<file path="src/design/tlic_pkg.sv">
// ----------------------------------------------------------------------------
// tlic_pkg: shared types and constants
// Opcodes, register map, sub-source fold masks and the item/result structs
// used by the two-level interrupt controller.
// ----------------------------------------------------------------------------
package tlic_pkg;

    // First interrupt number that selects a sub-source
    localparam int SUB_BASE = 32;
    localparam int SUB_W    = 16;

    // Main bit positions that sub-source groups fold into
    localparam int BIT_CAMERA  = 6;
    localparam int BIT_WDT_AUD = 9;
    localparam int BIT_UART2   = 15;
    localparam int BIT_UART1   = 23;
    localparam int BIT_UART0   = 28;
    localparam int BIT_ADC_TC  = 31;

    // Sub-pending group masks
    localparam logic [15:0] GRP_ADC_TC  = 16'h0600;
    localparam logic [15:0] GRP_UART2   = 16'h01c0;
    localparam logic [15:0] GRP_UART1   = 16'h0038;
    localparam logic [15:0] GRP_UART0   = 16'h0007;
    localparam logic [15:0] GRP_CAMERA  = 16'h1800;
    localparam logic [15:0] GRP_WDT_AUD = 16'h6000;

    // Reset values and fixed read codes
    localparam logic [31:0] MASK_RESET = 32'hffff_ffff;
    localparam logic [31:0] PRIO_RESET = 32'h0000_007f;
    localparam logic [31:0] NO_OFFSET  = 32'h0000_00ff;
    localparam logic [2:0]  WORD_BYTES = 3'd4;

    typedef enum logic [1:0] {
        OP_READ  = 2'd0,
        OP_WRITE = 2'd1,
        OP_EVENT = 2'd2,
        OP_NONE  = 2'd3
    } op_t;

    typedef enum logic [2:0] {
        REG_SRCPND  = 3'd0,
        REG_MODE    = 3'd1,
        REG_MASK    = 3'd2,
        REG_PRIO    = 3'd3,
        REG_INTPND  = 3'd4,
        REG_OFFSET  = 3'd5,
        REG_SUBPND  = 3'd6,
        REG_SUBMASK = 3'd7
    } reg_idx_t;

    // Config register indexes
    localparam logic CFG_EXT_VARIANT = 1'b0;

    typedef struct packed {
        op_t         op;
        logic [2:0]  access_bytes;
        reg_idx_t    reg_index;
        logic [31:0] wdata;
        logic [5:0]  source_num;
        logic        raise;
    } item_t;

    typedef struct packed {
        logic        fiq_level;
        logic        irq_level;
        logic        ok;
        logic [31:0] rdata;
    } result_t;

endpackage

</file>
<file path="src/design/tlic_core.sv">
// ----------------------------------------------------------------------------
// tlic_core: controller register file and update logic
// Holds pending/mode/mask/priority/sub registers and the IRQ offset latch;
// applies one item per accept and forms its result in the same cycle.
// ----------------------------------------------------------------------------
module tlic_core
    import tlic_pkg::*;
(
    input  logic    clk,
    input  logic    rst_n,
    input  logic    accept,
    input  item_t   item,
    input  logic    ext_variant,
    output result_t result
);

    logic [31:0] src_pnd_reg, src_pnd_next;
    logic [31:0] mode_reg, mode_next;
    logic [31:0] mask_reg, mask_next;
    logic [31:0] prio_reg, prio_next;
    logic [15:0] sub_pnd_reg, sub_pnd_next;
    logic [15:0] sub_mask_reg, sub_mask_next;
    logic        ofs_valid_reg, ofs_valid_next;
    logic [4:0]  ofs_reg, ofs_next;

    // Next state and result for the presented item
    always_comb
    begin
        logic        recompute;
        logic [6:0]  sub_idx;
        logic [15:0] subs;
        logic [31:0] folded;
        logic [31:0] active;
        logic [4:0]  low_idx;

        src_pnd_next   = src_pnd_reg;
        mode_next      = mode_reg;
        mask_next      = mask_reg;
        prio_next      = prio_reg;
        sub_pnd_next   = sub_pnd_reg;
        sub_mask_next  = sub_mask_reg;
        ofs_valid_next = ofs_valid_reg;
        ofs_next       = ofs_reg;
        result.rdata   = '0;
        result.ok      = 1'b1;
        recompute      = 1'b0;
        sub_idx        = 7'({1'b0, item.source_num}) - 7'(SUB_BASE);

        case (item.op)
            OP_EVENT:
            begin
                if (int'(item.source_num) >= SUB_BASE)
                begin
                    if (sub_idx < 7'(SUB_W))
                        sub_pnd_next[sub_idx[3:0]] = item.raise;
                end
                else if (item.source_num < 6'd32)
                begin
                    src_pnd_next[item.source_num[4:0]] = item.raise;
                end
                recompute = 1'b1;
            end
            OP_READ:
            begin
                if (item.access_bytes != WORD_BYTES)
                    result.ok = 1'b0;
                else
                begin
                    case (item.reg_index)
                        REG_SRCPND:  result.rdata = src_pnd_reg;
                        REG_MODE:    result.rdata = mode_reg;
                        REG_MASK:    result.rdata = mask_reg;
                        REG_PRIO:    result.rdata = prio_reg;
                        REG_INTPND:  result.rdata = ofs_valid_reg ? (32'd1 << ofs_reg) : '0;
                        REG_OFFSET:  result.rdata = ofs_valid_reg ? 32'(ofs_reg) : NO_OFFSET;
                        REG_SUBPND:  result.rdata = 32'(sub_pnd_reg);
                        default:     result.rdata = 32'(sub_mask_reg);
                    endcase
                end
            end
            OP_WRITE:
            begin
                if (item.access_bytes != WORD_BYTES)
                    result.ok = 1'b0;
                else
                begin
                    recompute = 1'b1;
                    case (item.reg_index)
                        REG_SRCPND: src_pnd_next = src_pnd_reg & ~item.wdata;
                        REG_MODE:   mode_next = item.wdata;
                        REG_MASK:   mask_next = item.wdata;
                        REG_PRIO:   prio_next = item.wdata;
                        REG_INTPND:
                        begin
                            // acknowledge only the latched bit
                            if (ofs_valid_reg && item.wdata[ofs_reg])
                                ofs_valid_next = 1'b0;
                        end
                        REG_OFFSET:
                        begin
                            result.ok = 1'b0;
                            recompute = 1'b0;
                        end
                        REG_SUBPND: sub_pnd_next = sub_pnd_reg & ~item.wdata[15:0];
                        default:    sub_mask_next = item.wdata[15:0];
                    endcase
                end
            end
            default:
                result.ok = 1'b0;
        endcase

        // Fold sub-sources into main bits and refresh the IRQ latch
        subs   = sub_pnd_next & ~sub_mask_next;
        folded = '0;
        folded[BIT_UART0]  = 1'b1;
        folded[BIT_UART1]  = 1'b1;
        folded[BIT_UART2]  = 1'b1;
        folded[BIT_ADC_TC] = 1'b1;
        if (ext_variant)
        begin
            folded[BIT_CAMERA]  = 1'b1;
            folded[BIT_WDT_AUD] = 1'b1;
        end
        if (recompute)
        begin
            src_pnd_next = src_pnd_next & ~folded;
            src_pnd_next[BIT_ADC_TC] = src_pnd_next[BIT_ADC_TC] | (|(subs & GRP_ADC_TC));
            src_pnd_next[BIT_UART2]  = src_pnd_next[BIT_UART2]  | (|(subs & GRP_UART2));
            src_pnd_next[BIT_UART1]  = src_pnd_next[BIT_UART1]  | (|(subs & GRP_UART1));
            src_pnd_next[BIT_UART0]  = src_pnd_next[BIT_UART0]  | (|(subs & GRP_UART0));
            if (ext_variant)
            begin
                src_pnd_next[BIT_CAMERA] =
                    src_pnd_next[BIT_CAMERA] | (|(subs & GRP_CAMERA));
                src_pnd_next[BIT_WDT_AUD] =
                    src_pnd_next[BIT_WDT_AUD] | (|(subs & GRP_WDT_AUD));
            end
        end

        active  = src_pnd_next & ~mode_next & ~mask_next;
        low_idx = '0;
        for (int i = 31; i >= 0; i--)
        begin
            if (active[i])
                low_idx = 5'(i);
        end
        if (recompute && !ofs_valid_next && (active != '0))
        begin
            ofs_next       = low_idx;
            ofs_valid_next = 1'b1;
        end

        result.irq_level = ofs_valid_next;
        result.fiq_level = |(src_pnd_next & mode_next);
    end

    // State registers
    always_ff @(posedge clk or negedge rst_n)
    begin
        if (!rst_n)
        begin
            src_pnd_reg   <= '0;
            mode_reg      <= '0;
            mask_reg      <= MASK_RESET;
            prio_reg      <= PRIO_RESET;
            sub_pnd_reg   <= '0;
            sub_mask_reg  <= '1;
            ofs_valid_reg <= 1'b0;
            ofs_reg       <= '0;
        end
        else if (accept)
        begin
            src_pnd_reg   <= src_pnd_next;
            mode_reg      <= mode_next;
            mask_reg      <= mask_next;
            prio_reg      <= prio_next;
            sub_pnd_reg   <= sub_pnd_next;
            sub_mask_reg  <= sub_mask_next;
            ofs_valid_reg <= ofs_valid_next;
            ofs_reg       <= ofs_next;
        end
    end

endmodule

</file>
<file path="src/design/two_level_interrupt_controller.sv">
// ----------------------------------------------------------------------------
// two_level_interrupt_controller: top level
// Interrupt controller with grouped sub-sources, driven by a beat stream of
// bus reads, bus writes and source events; one result beat per input beat.
// ----------------------------------------------------------------------------
// Usage:
//   s_axis carries one item per beat: tuser is the opcode (read, write,
//   source event); tdata carries access size, register index, write data,
//   source number and raise flag.
//   m_axis returns one result beat per input beat: read data, ok flag and
//   the IRQ and FIQ line levels after that item.
//   The APB port holds one register (extended sub-source groups, address 0);
//   write it only while the stream is idle.
// Results: each accepted beat's result is registered in the result buffer.
// Throughput: 1 beat per cycle while s_axis_tready is high; state updates in
//   the cycle of acceptance, so dependent items may follow back to back.
// Stall: a two-entry result buffer (output register plus skid register)
//   lets one more beat in while a result waits; s_axis_tready drops when
//   both entries are full.
// Reset: rst_n clears pending, mode, sub-pending and the offset latch, sets
//   masks to all ones and priority to 0x7f, and empties the result buffer.
// ----------------------------------------------------------------------------
module two_level_interrupt_controller
    import tlic_pkg::*;
(
    input  logic        clk,
    input  logic        rst_n,
    // input items
    input  logic        s_axis_tvalid,
    output logic        s_axis_tready,
    // [2:0] access_bytes, [5:3] reg_index, [37:6] wdata, [43:38] source_num,
    // [44] raise, [47:45] zero
    input  logic [47:0] s_axis_tdata,
    // [1:0] op
    input  logic [1:0]  s_axis_tuser,
    // results
    output logic        m_axis_tvalid,
    input  logic        m_axis_tready,
    // [31:0] rdata, [32] ok, [33] irq_level, [34] fiq_level, [39:35] zero
    output logic [39:0] m_axis_tdata,
    // configuration
    input  logic        psel,
    input  logic        penable,
    input  logic        pwrite,
    input  logic [2:0]  paddr,
    input  logic [31:0] pwdata,
    output logic [31:0] prdata,
    output logic        pready
);

    item_t   item;
    result_t core_res;
    logic    accept;
    logic    ext_variant_reg;

    result_t out_reg;
    logic    out_valid_reg;
    result_t skid_reg;
    logic    skid_valid_reg;

    // Unpack input beat
    always_comb
    begin
        item.op           = op_t'(s_axis_tuser);
        item.access_bytes = s_axis_tdata[2:0];
        item.reg_index    = reg_idx_t'(s_axis_tdata[5:3]);
        item.wdata        = s_axis_tdata[37:6];
        item.source_num   = s_axis_tdata[43:38];
        item.raise        = s_axis_tdata[44];
    end

    assign s_axis_tready = !skid_valid_reg;
    assign accept        = s_axis_tvalid && s_axis_tready;

    tlic_core u_core (
        .clk         (clk),
        .rst_n       (rst_n),
        .accept      (accept),
        .item        (item),
        .ext_variant (ext_variant_reg),
        .result      (core_res)
    );

    // Result buffer: output register with skid entry
    always_ff @(posedge clk or negedge rst_n)
    begin
        if (!rst_n)
        begin
            out_valid_reg  <= 1'b0;
            skid_valid_reg <= 1'b0;
        end
        else if (!out_valid_reg || m_axis_tready)
        begin
            if (skid_valid_reg)
            begin
                out_valid_reg  <= 1'b1;
                skid_valid_reg <= 1'b0;
            end
            else
                out_valid_reg <= accept;
        end
        else if (accept)
            skid_valid_reg <= 1'b1;
    end

    always_ff @(posedge clk)
    begin
        if (!out_valid_reg || m_axis_tready)
            out_reg <= skid_valid_reg ? skid_reg : core_res;
        else if (accept)
            skid_reg <= core_res;
    end

    assign m_axis_tvalid = out_valid_reg;
    assign m_axis_tdata  = {5'd0, out_reg.fiq_level, out_reg.irq_level, out_reg.ok,
                            out_reg.rdata};

    // APB configuration register
    always_ff @(posedge clk or negedge rst_n)
    begin
        if (!rst_n)
            ext_variant_reg <= 1'b0;
        else if (psel && penable && pwrite && pready && (paddr[2] == CFG_EXT_VARIANT))
            ext_variant_reg <= pwdata[0];
    end

    assign pready = 1'b1;
    assign prdata = (paddr[2] == CFG_EXT_VARIANT) ? 32'(ext_variant_reg) : '0;

endmodule

</file>
<file path="config.mk">
export PLATFORM = sky130hd
export DESIGN_NAME = two_level_interrupt_controller
export DESIGN_NICKNAME = d
export VERILOG_FILES = /design/src/design/tlic_pkg.sv /design/src/design/tlic_core.sv /design/src/design/two_level_interrupt_controller.sv
export SDC_FILE = /design/constraint.sdc
export NUM_CORES = 1
export LEC_CHECK = 0
export BUFFER_PORTS_ARGS = -buffer_cell sky130_fd_sc_hd__buf_2
export CORE_MARGIN = 2
export CORE_UTILIZATION = 60
export CTS_CLUSTER_SIZE = 20
export DETAILED_ROUTE_END_ITERATION = 6
export PLACE_DENSITY = 0.81
export SYNTH_ARGS = -nofsm -noshare
export SYNTH_HDL_FRONTEND = slang
export SYNTH_SLANG_ARGS = --single-unit
</file>
<file path="constraint.sdc">
create_clock -name clk -period 3.8 [get_ports clk]
set_input_delay 0.57 -clock clk [delete_from_list [all_inputs] [get_ports clk]]
set_output_delay 0.57 -clock clk [all_outputs]
set_load 0.02 [all_outputs]
</file>
; Word-level counts from Yosys, hierarchy flattened
; Index checks and enable logic that the tools add are counted.
[word_totals]
ff_bits = 239
latch_bits = 0
mem_bits_rw = 0
rom_bits = 0
input_bits = 92
out_inout_bits = 75
wordCells = 171
memories = 0
[op_classes]
addsub = 1
n_mul = 0
n_div = 0
n_lt_le_gt_ge = 8
eq_ne = 9
n_shift = 1
muxes = 83
bitwise_logic = 22
n_reduce_logical = 28
[op_table]
columns = op, count
row1 = 32-bit 2-to-1 mux, 14
row2 = 32-bit case mux with 7 select lines, 1
row3 = 32-bit bitwise AND, 5
row4 = 5-bit 2-to-1 mux, 32
row5 = 32-bit inverter, 4
row6 = 16-bit 2-to-1 mux, 7
row7 = 32-bit case mux with 2 select lines, 1
row8 = 35-bit 2-to-1 mux, 1
row9 = 32-bit bitwise mux, 1
row10 = 16-bit case mux with 2 select lines, 1
row11 = 32-bit nonzero test, 1
row12 = 32-bit OR reduction, 1
row13 = 1-bit by 5-bit << shifter with 32-bit output (first input constant), 1
row14 = 1-bit 2-to-1 mux, 18
row15 = 16-bit bitwise AND, 1
row16 = 16-bit bitwise mux, 1
row17 = 16-bit inverter, 1
row18 = 15-bit bitwise AND, 1
row19 = 15-bit inverter, 1
row20 = 5-bit by 6-bit < comparator with 1-bit output (second input constant), 2
row21 = 3-bit == test (second input constant), 3
row22 = 1-bit logical AND, 9
row23 = 3-bit OR reduction, 3
row24 = 8-bit 2-to-1 mux, 1
row25 = other kinds (28), 41

; Longest topological paths before layout
[depth]
ltp_word = 48
ltp_mapped = 15
depth_no_buf = 12

; Cells and area by module
; Synthesis repeated with hierarchy kept, for this count alone.
[hier_totals]
hier_cells = 1659
area_unflattened_um2 = 15866.5
[modules_own_cells]
columns = module, instances, cells_each, area_each_um2, seq_area_each_um2
row1 = tlic_core, 1, 1498, 12843.6, 4222.8
row2 = two_level_interrupt_controller, 1, 161, 3022.9, 2177.1

; Least setup slack after synthesis
; OpenSTA, ideal clock, no wires.
[synth_timing]
path_type = input port to flip-flop
start = input port s_axis_tuser[1]
end = register out_reg, in the netlist m_axis_tdata[34], data pin
setup_time_ps = 260
arrival_time_ps = 3369
t_required_ps = 3540
slack_ps = 171
cell_stages = 13
n_path_buf = 2
path_cell_list = inv_1 -> ha_1 -> and4bb_2 -> nand2_1 -> buf_2 -> clkbuf_1 -> mux2i_1 -> o22ai_1 -> or4_4 -> nor3_2 -> nand2_1 -> or4_4 -> mux2_4
[synth_rtl]
columns = element, line
row1 = start: declaration, two_level_interrupt_controller.sv:35  ; input logic [1:0] s_axis_tuser,
row2 = end signal: assignment, two_level_interrupt_controller.sv:109  ; out_reg <= skid_valid_reg ? skid_reg : core_res;
row3 = end: declaration, two_level_interrupt_controller.sv:56  ; result_t out_reg;

==> impl_metrics.json <==
{
  "floorplan.initialDensity_pct": 61.3,
  "setup.worst_path.start_class": "input pin",
  "synthMuxAreaShare_pct": 12.1,
  "synth_compound_area_share_pct": 23.1,
  "ctsRootBufferMaster": "clkbuf_16",
  "final_hold_viol_count": 0,
  "outcome": "finished, violations left",
  "slowest_delay_ns": 0.54,
  "cts_tree": "done",
  "finalSetupTns_ns": 0,
  "grt_pass1_vias": 16000,
  "cts_sinks": 239,
  "dr_total_vias": 16900,
  "via_per_inst": 7.21,
  "ir_worst_vdd_uv": 315,
  "synth_top_family_by_area": "compound AO/OA/AOI/OAI gates",
  "p_leak_uw": 0.00800,
  "layout-drive-gt1-share_pct": 32.9,
  "placed_area_um2": 18300,
  "worstPathRequired_ns": 4.12,
  "criticalPathCategory": "input pin to flop",
  "synth_cells": 1731,
  "avgRoutedWirePerCell_um": 28.7,
  "die_h_um": 168,
  "path_clk_slew_ns": 0.07,
  "io-pin-count": 167,
  "fin_skew_ns": 0.0108,
  "fin_util_pct": 73.5,
  "grt_pass1_wl_um": 99300,
  "cts_buffers": 26,
  "clkLatencyLatePin_ns": 0.57,
  "syn2layout_area_growth_pct": 20.0,
  "whs_ns": 0.0971,
  "path_max_fanout": 16,
  "ys_seq_elements": 239,
  "grt.total_usage_pct": 47.2,
  "arrival_ns": 4.06,
  "timing.fmax_mhz": 267,
  "fillCellCount": 1950,
  "nets": 2078,
  "min_period_ns": 3.74,
  "rsz0062_at_grt": "false",
  "port_buffers": 93,
  "holdBufCountCts": 0,
  "synth-xor-area-share_pct": 0.0545,
  "grt.overflow.total": 0,
  "synth_cell_types": 104,
  "yosysWarnings": 0,
  "async_flop_share_pct": 70.7,
  "dieArea_um2": 28100,
  "syn_area_um2": 16100,
  "die_width_um": 168,
  "synth_ff_type": "dfrtp_1",
  "violations": "DRC",
  "synth_adder_area_share_pct": 0.234,
  "final_common_cell": "buf_4",
  "antenna_found_initial": 3,
  "hp-class": "input pin to async pin",
  "fin_crit_sh_pct": 98.4,
  "htree_levels": 1,
  "totalWireLength_um": 67200,
  "total_power_uw": 7430,
  "dpl.hpwl_um": 50200,
  "relSlewSlack_pct": 30.8,
  "synth_enable_flop_cells": 70,
  "drv_slew": 0,
  "synth_simple_gate_area_share_pct": 17.9,
  "slowest_stage": "or4_4",
  "startpoint": "s_axis_tuser[1]",
  "drt_iter0_drc": 3024,
  "grt_max_degree": 97,
  "setup_viol": 0,
  "final_cell_area_um2": 19300,
  "reg2reg_from": "u_core.sub_pnd_reg[1]$_DFFE_PN0P_",
  "drc": 2,
  "core_area_um2": 26200,
  "cts_buffer_depth": 3,
  "path_cells": "buf_2 > inv_1 > ha_1 > buf_12 > buf_4 > nand2b_1 > o211a_1 > a211oi_1 > buf_4 > o22ai_1 > or4_4 > nor3_2 > nand2_1 > or4_4 > mux2_4",
  "final_cell_mix": "266 x buf_4, 205 x nand2_1, 155 x o21ai_0",
  "seq_area_frac_synth_pct": 39.8,
  "timing.critical_path.max_delay_family": "simple AND/OR/NAND/NOR gates",
  "power.density_nw_per_um2": 385,
  "avgSynthCellArea_um2": 9.28,
  "gp_congestion": 1.12,
  "dr.pass1.iters": 7,
  "worst_pin_slew_ns": 1.04,
  "drv_cap": 0,
  "ant_nets": 0,
  "rows": 59,
  "critPathCaptureType": "flop",
  "path_buf_inv": 5
}
[per-layer routing]
metal / share of wire [%] / track usage [%]
met5: 0.013 / 0
met1: 36 / 62.0
met4: 6.0 / 22.1
met2: 41 / 67.9
met3: 17 / 19.5
[logic make-up (layout without fill, tap and decap cells)]
family | after synthesis | in the layout
AOI/OAI and AO/OA | 553 | 553
xor gates and xnor gates | 1 | 1
adders and majority gates | 3 | 3
buffers and inverters | 219 | 456
DFF | 239 | 239
muxes | 166 | 166
other | 2 | 38
and+or+nand+nor | 548 | 548
[cell usage after synthesis (34+ instances only)]
| library cell | count | share of area (%) |
|---|---|---|
| mux2i_1 | 40 | 2.5 |
| buf_4 | 44 | 2.1 |
| nor2_1 | 75 | 1.8 |
| inv_1 | 41 | 0.96 |
| o21ai_0 | 155 | 4.8 |
| a21oi_1 | 75 | 2.3 |
| dfrtp_1 | 114 | 18 |
| clkbuf_1 | 79 | 1.8 |
| dfstp_2 | 55 | 9.0 |
| a31oi_1 | 47 | 1.8 |
| nand3_1 | 42 | 1.3 |
| mux2_2 | 115 | 8.1 |
| nor3_1 | 44 | 1.4 |
| edfxtp_1 | 70 | 13 |
| o31ai_1 | 34 | 1.6 |
| nand2_1 | 207 | 4.8 |
[per-stage QoR]
stage / cells / setup WS (ns)
6_report: 2339 / 0.0609
5_1_grt: 2338 / 0.0220
4_1_cts: 2338 / 0.195
3_5_place_dp: 2290 / -0.356
3_3_place_gp: 2290 / -0.333
2_1_floorplan: 1766 / 0.171
[power breakdown]
group	total [µW]	internal, µW	switching, µW
clock network	2760	1580	1180
logic	1630	635	996
registers	3040	2820	214
[timing repair]
action	in CTS	in global routing
buffers inserted	0	0
endpoints found under the setup margin	0	2
hold endpoints to repair	0	0
resized for setup	0	2
[path summary, 6_finish.rpt]
check / end / slack, ns / depth (start not counted)
max: m_axis_tdata[34]$_DFFE_PN_ / 0.06 / 15
min: ext_variant_reg$_DFFE_PN0P_ / 0.1 / 1
max reg2reg: m_axis_tdata[33]$_DFFE_PN_ / 0.65 / 10
min reg2reg: u_core.prio_reg[0]$_DFFE_PN1P_ / 0.49 / 2
max in group asynchronous: u_core.mask_reg[27]$_DFFE_PN1P_ / 2.75 / 2
min in group clk: ext_variant_reg$_DFFE_PN0P_ / 0.23 / 2
[final cells by class]
class	count	area (µm²)	share of cell area, %
Antenna cell	1	2.50	0.0130
Clock buffer	28	678	3.52
Clock inverter	20	239	1.24
Inverter	42	158	0.818
Multi-Input combinational cell	1308	8760	45.5
Sequential cell	239	6400	33.2
Tap cell	335	419	2.18
Timing Repair Buffer	366	2610	13.5
No activity file was read; power rests on OpenSTA's default activity.
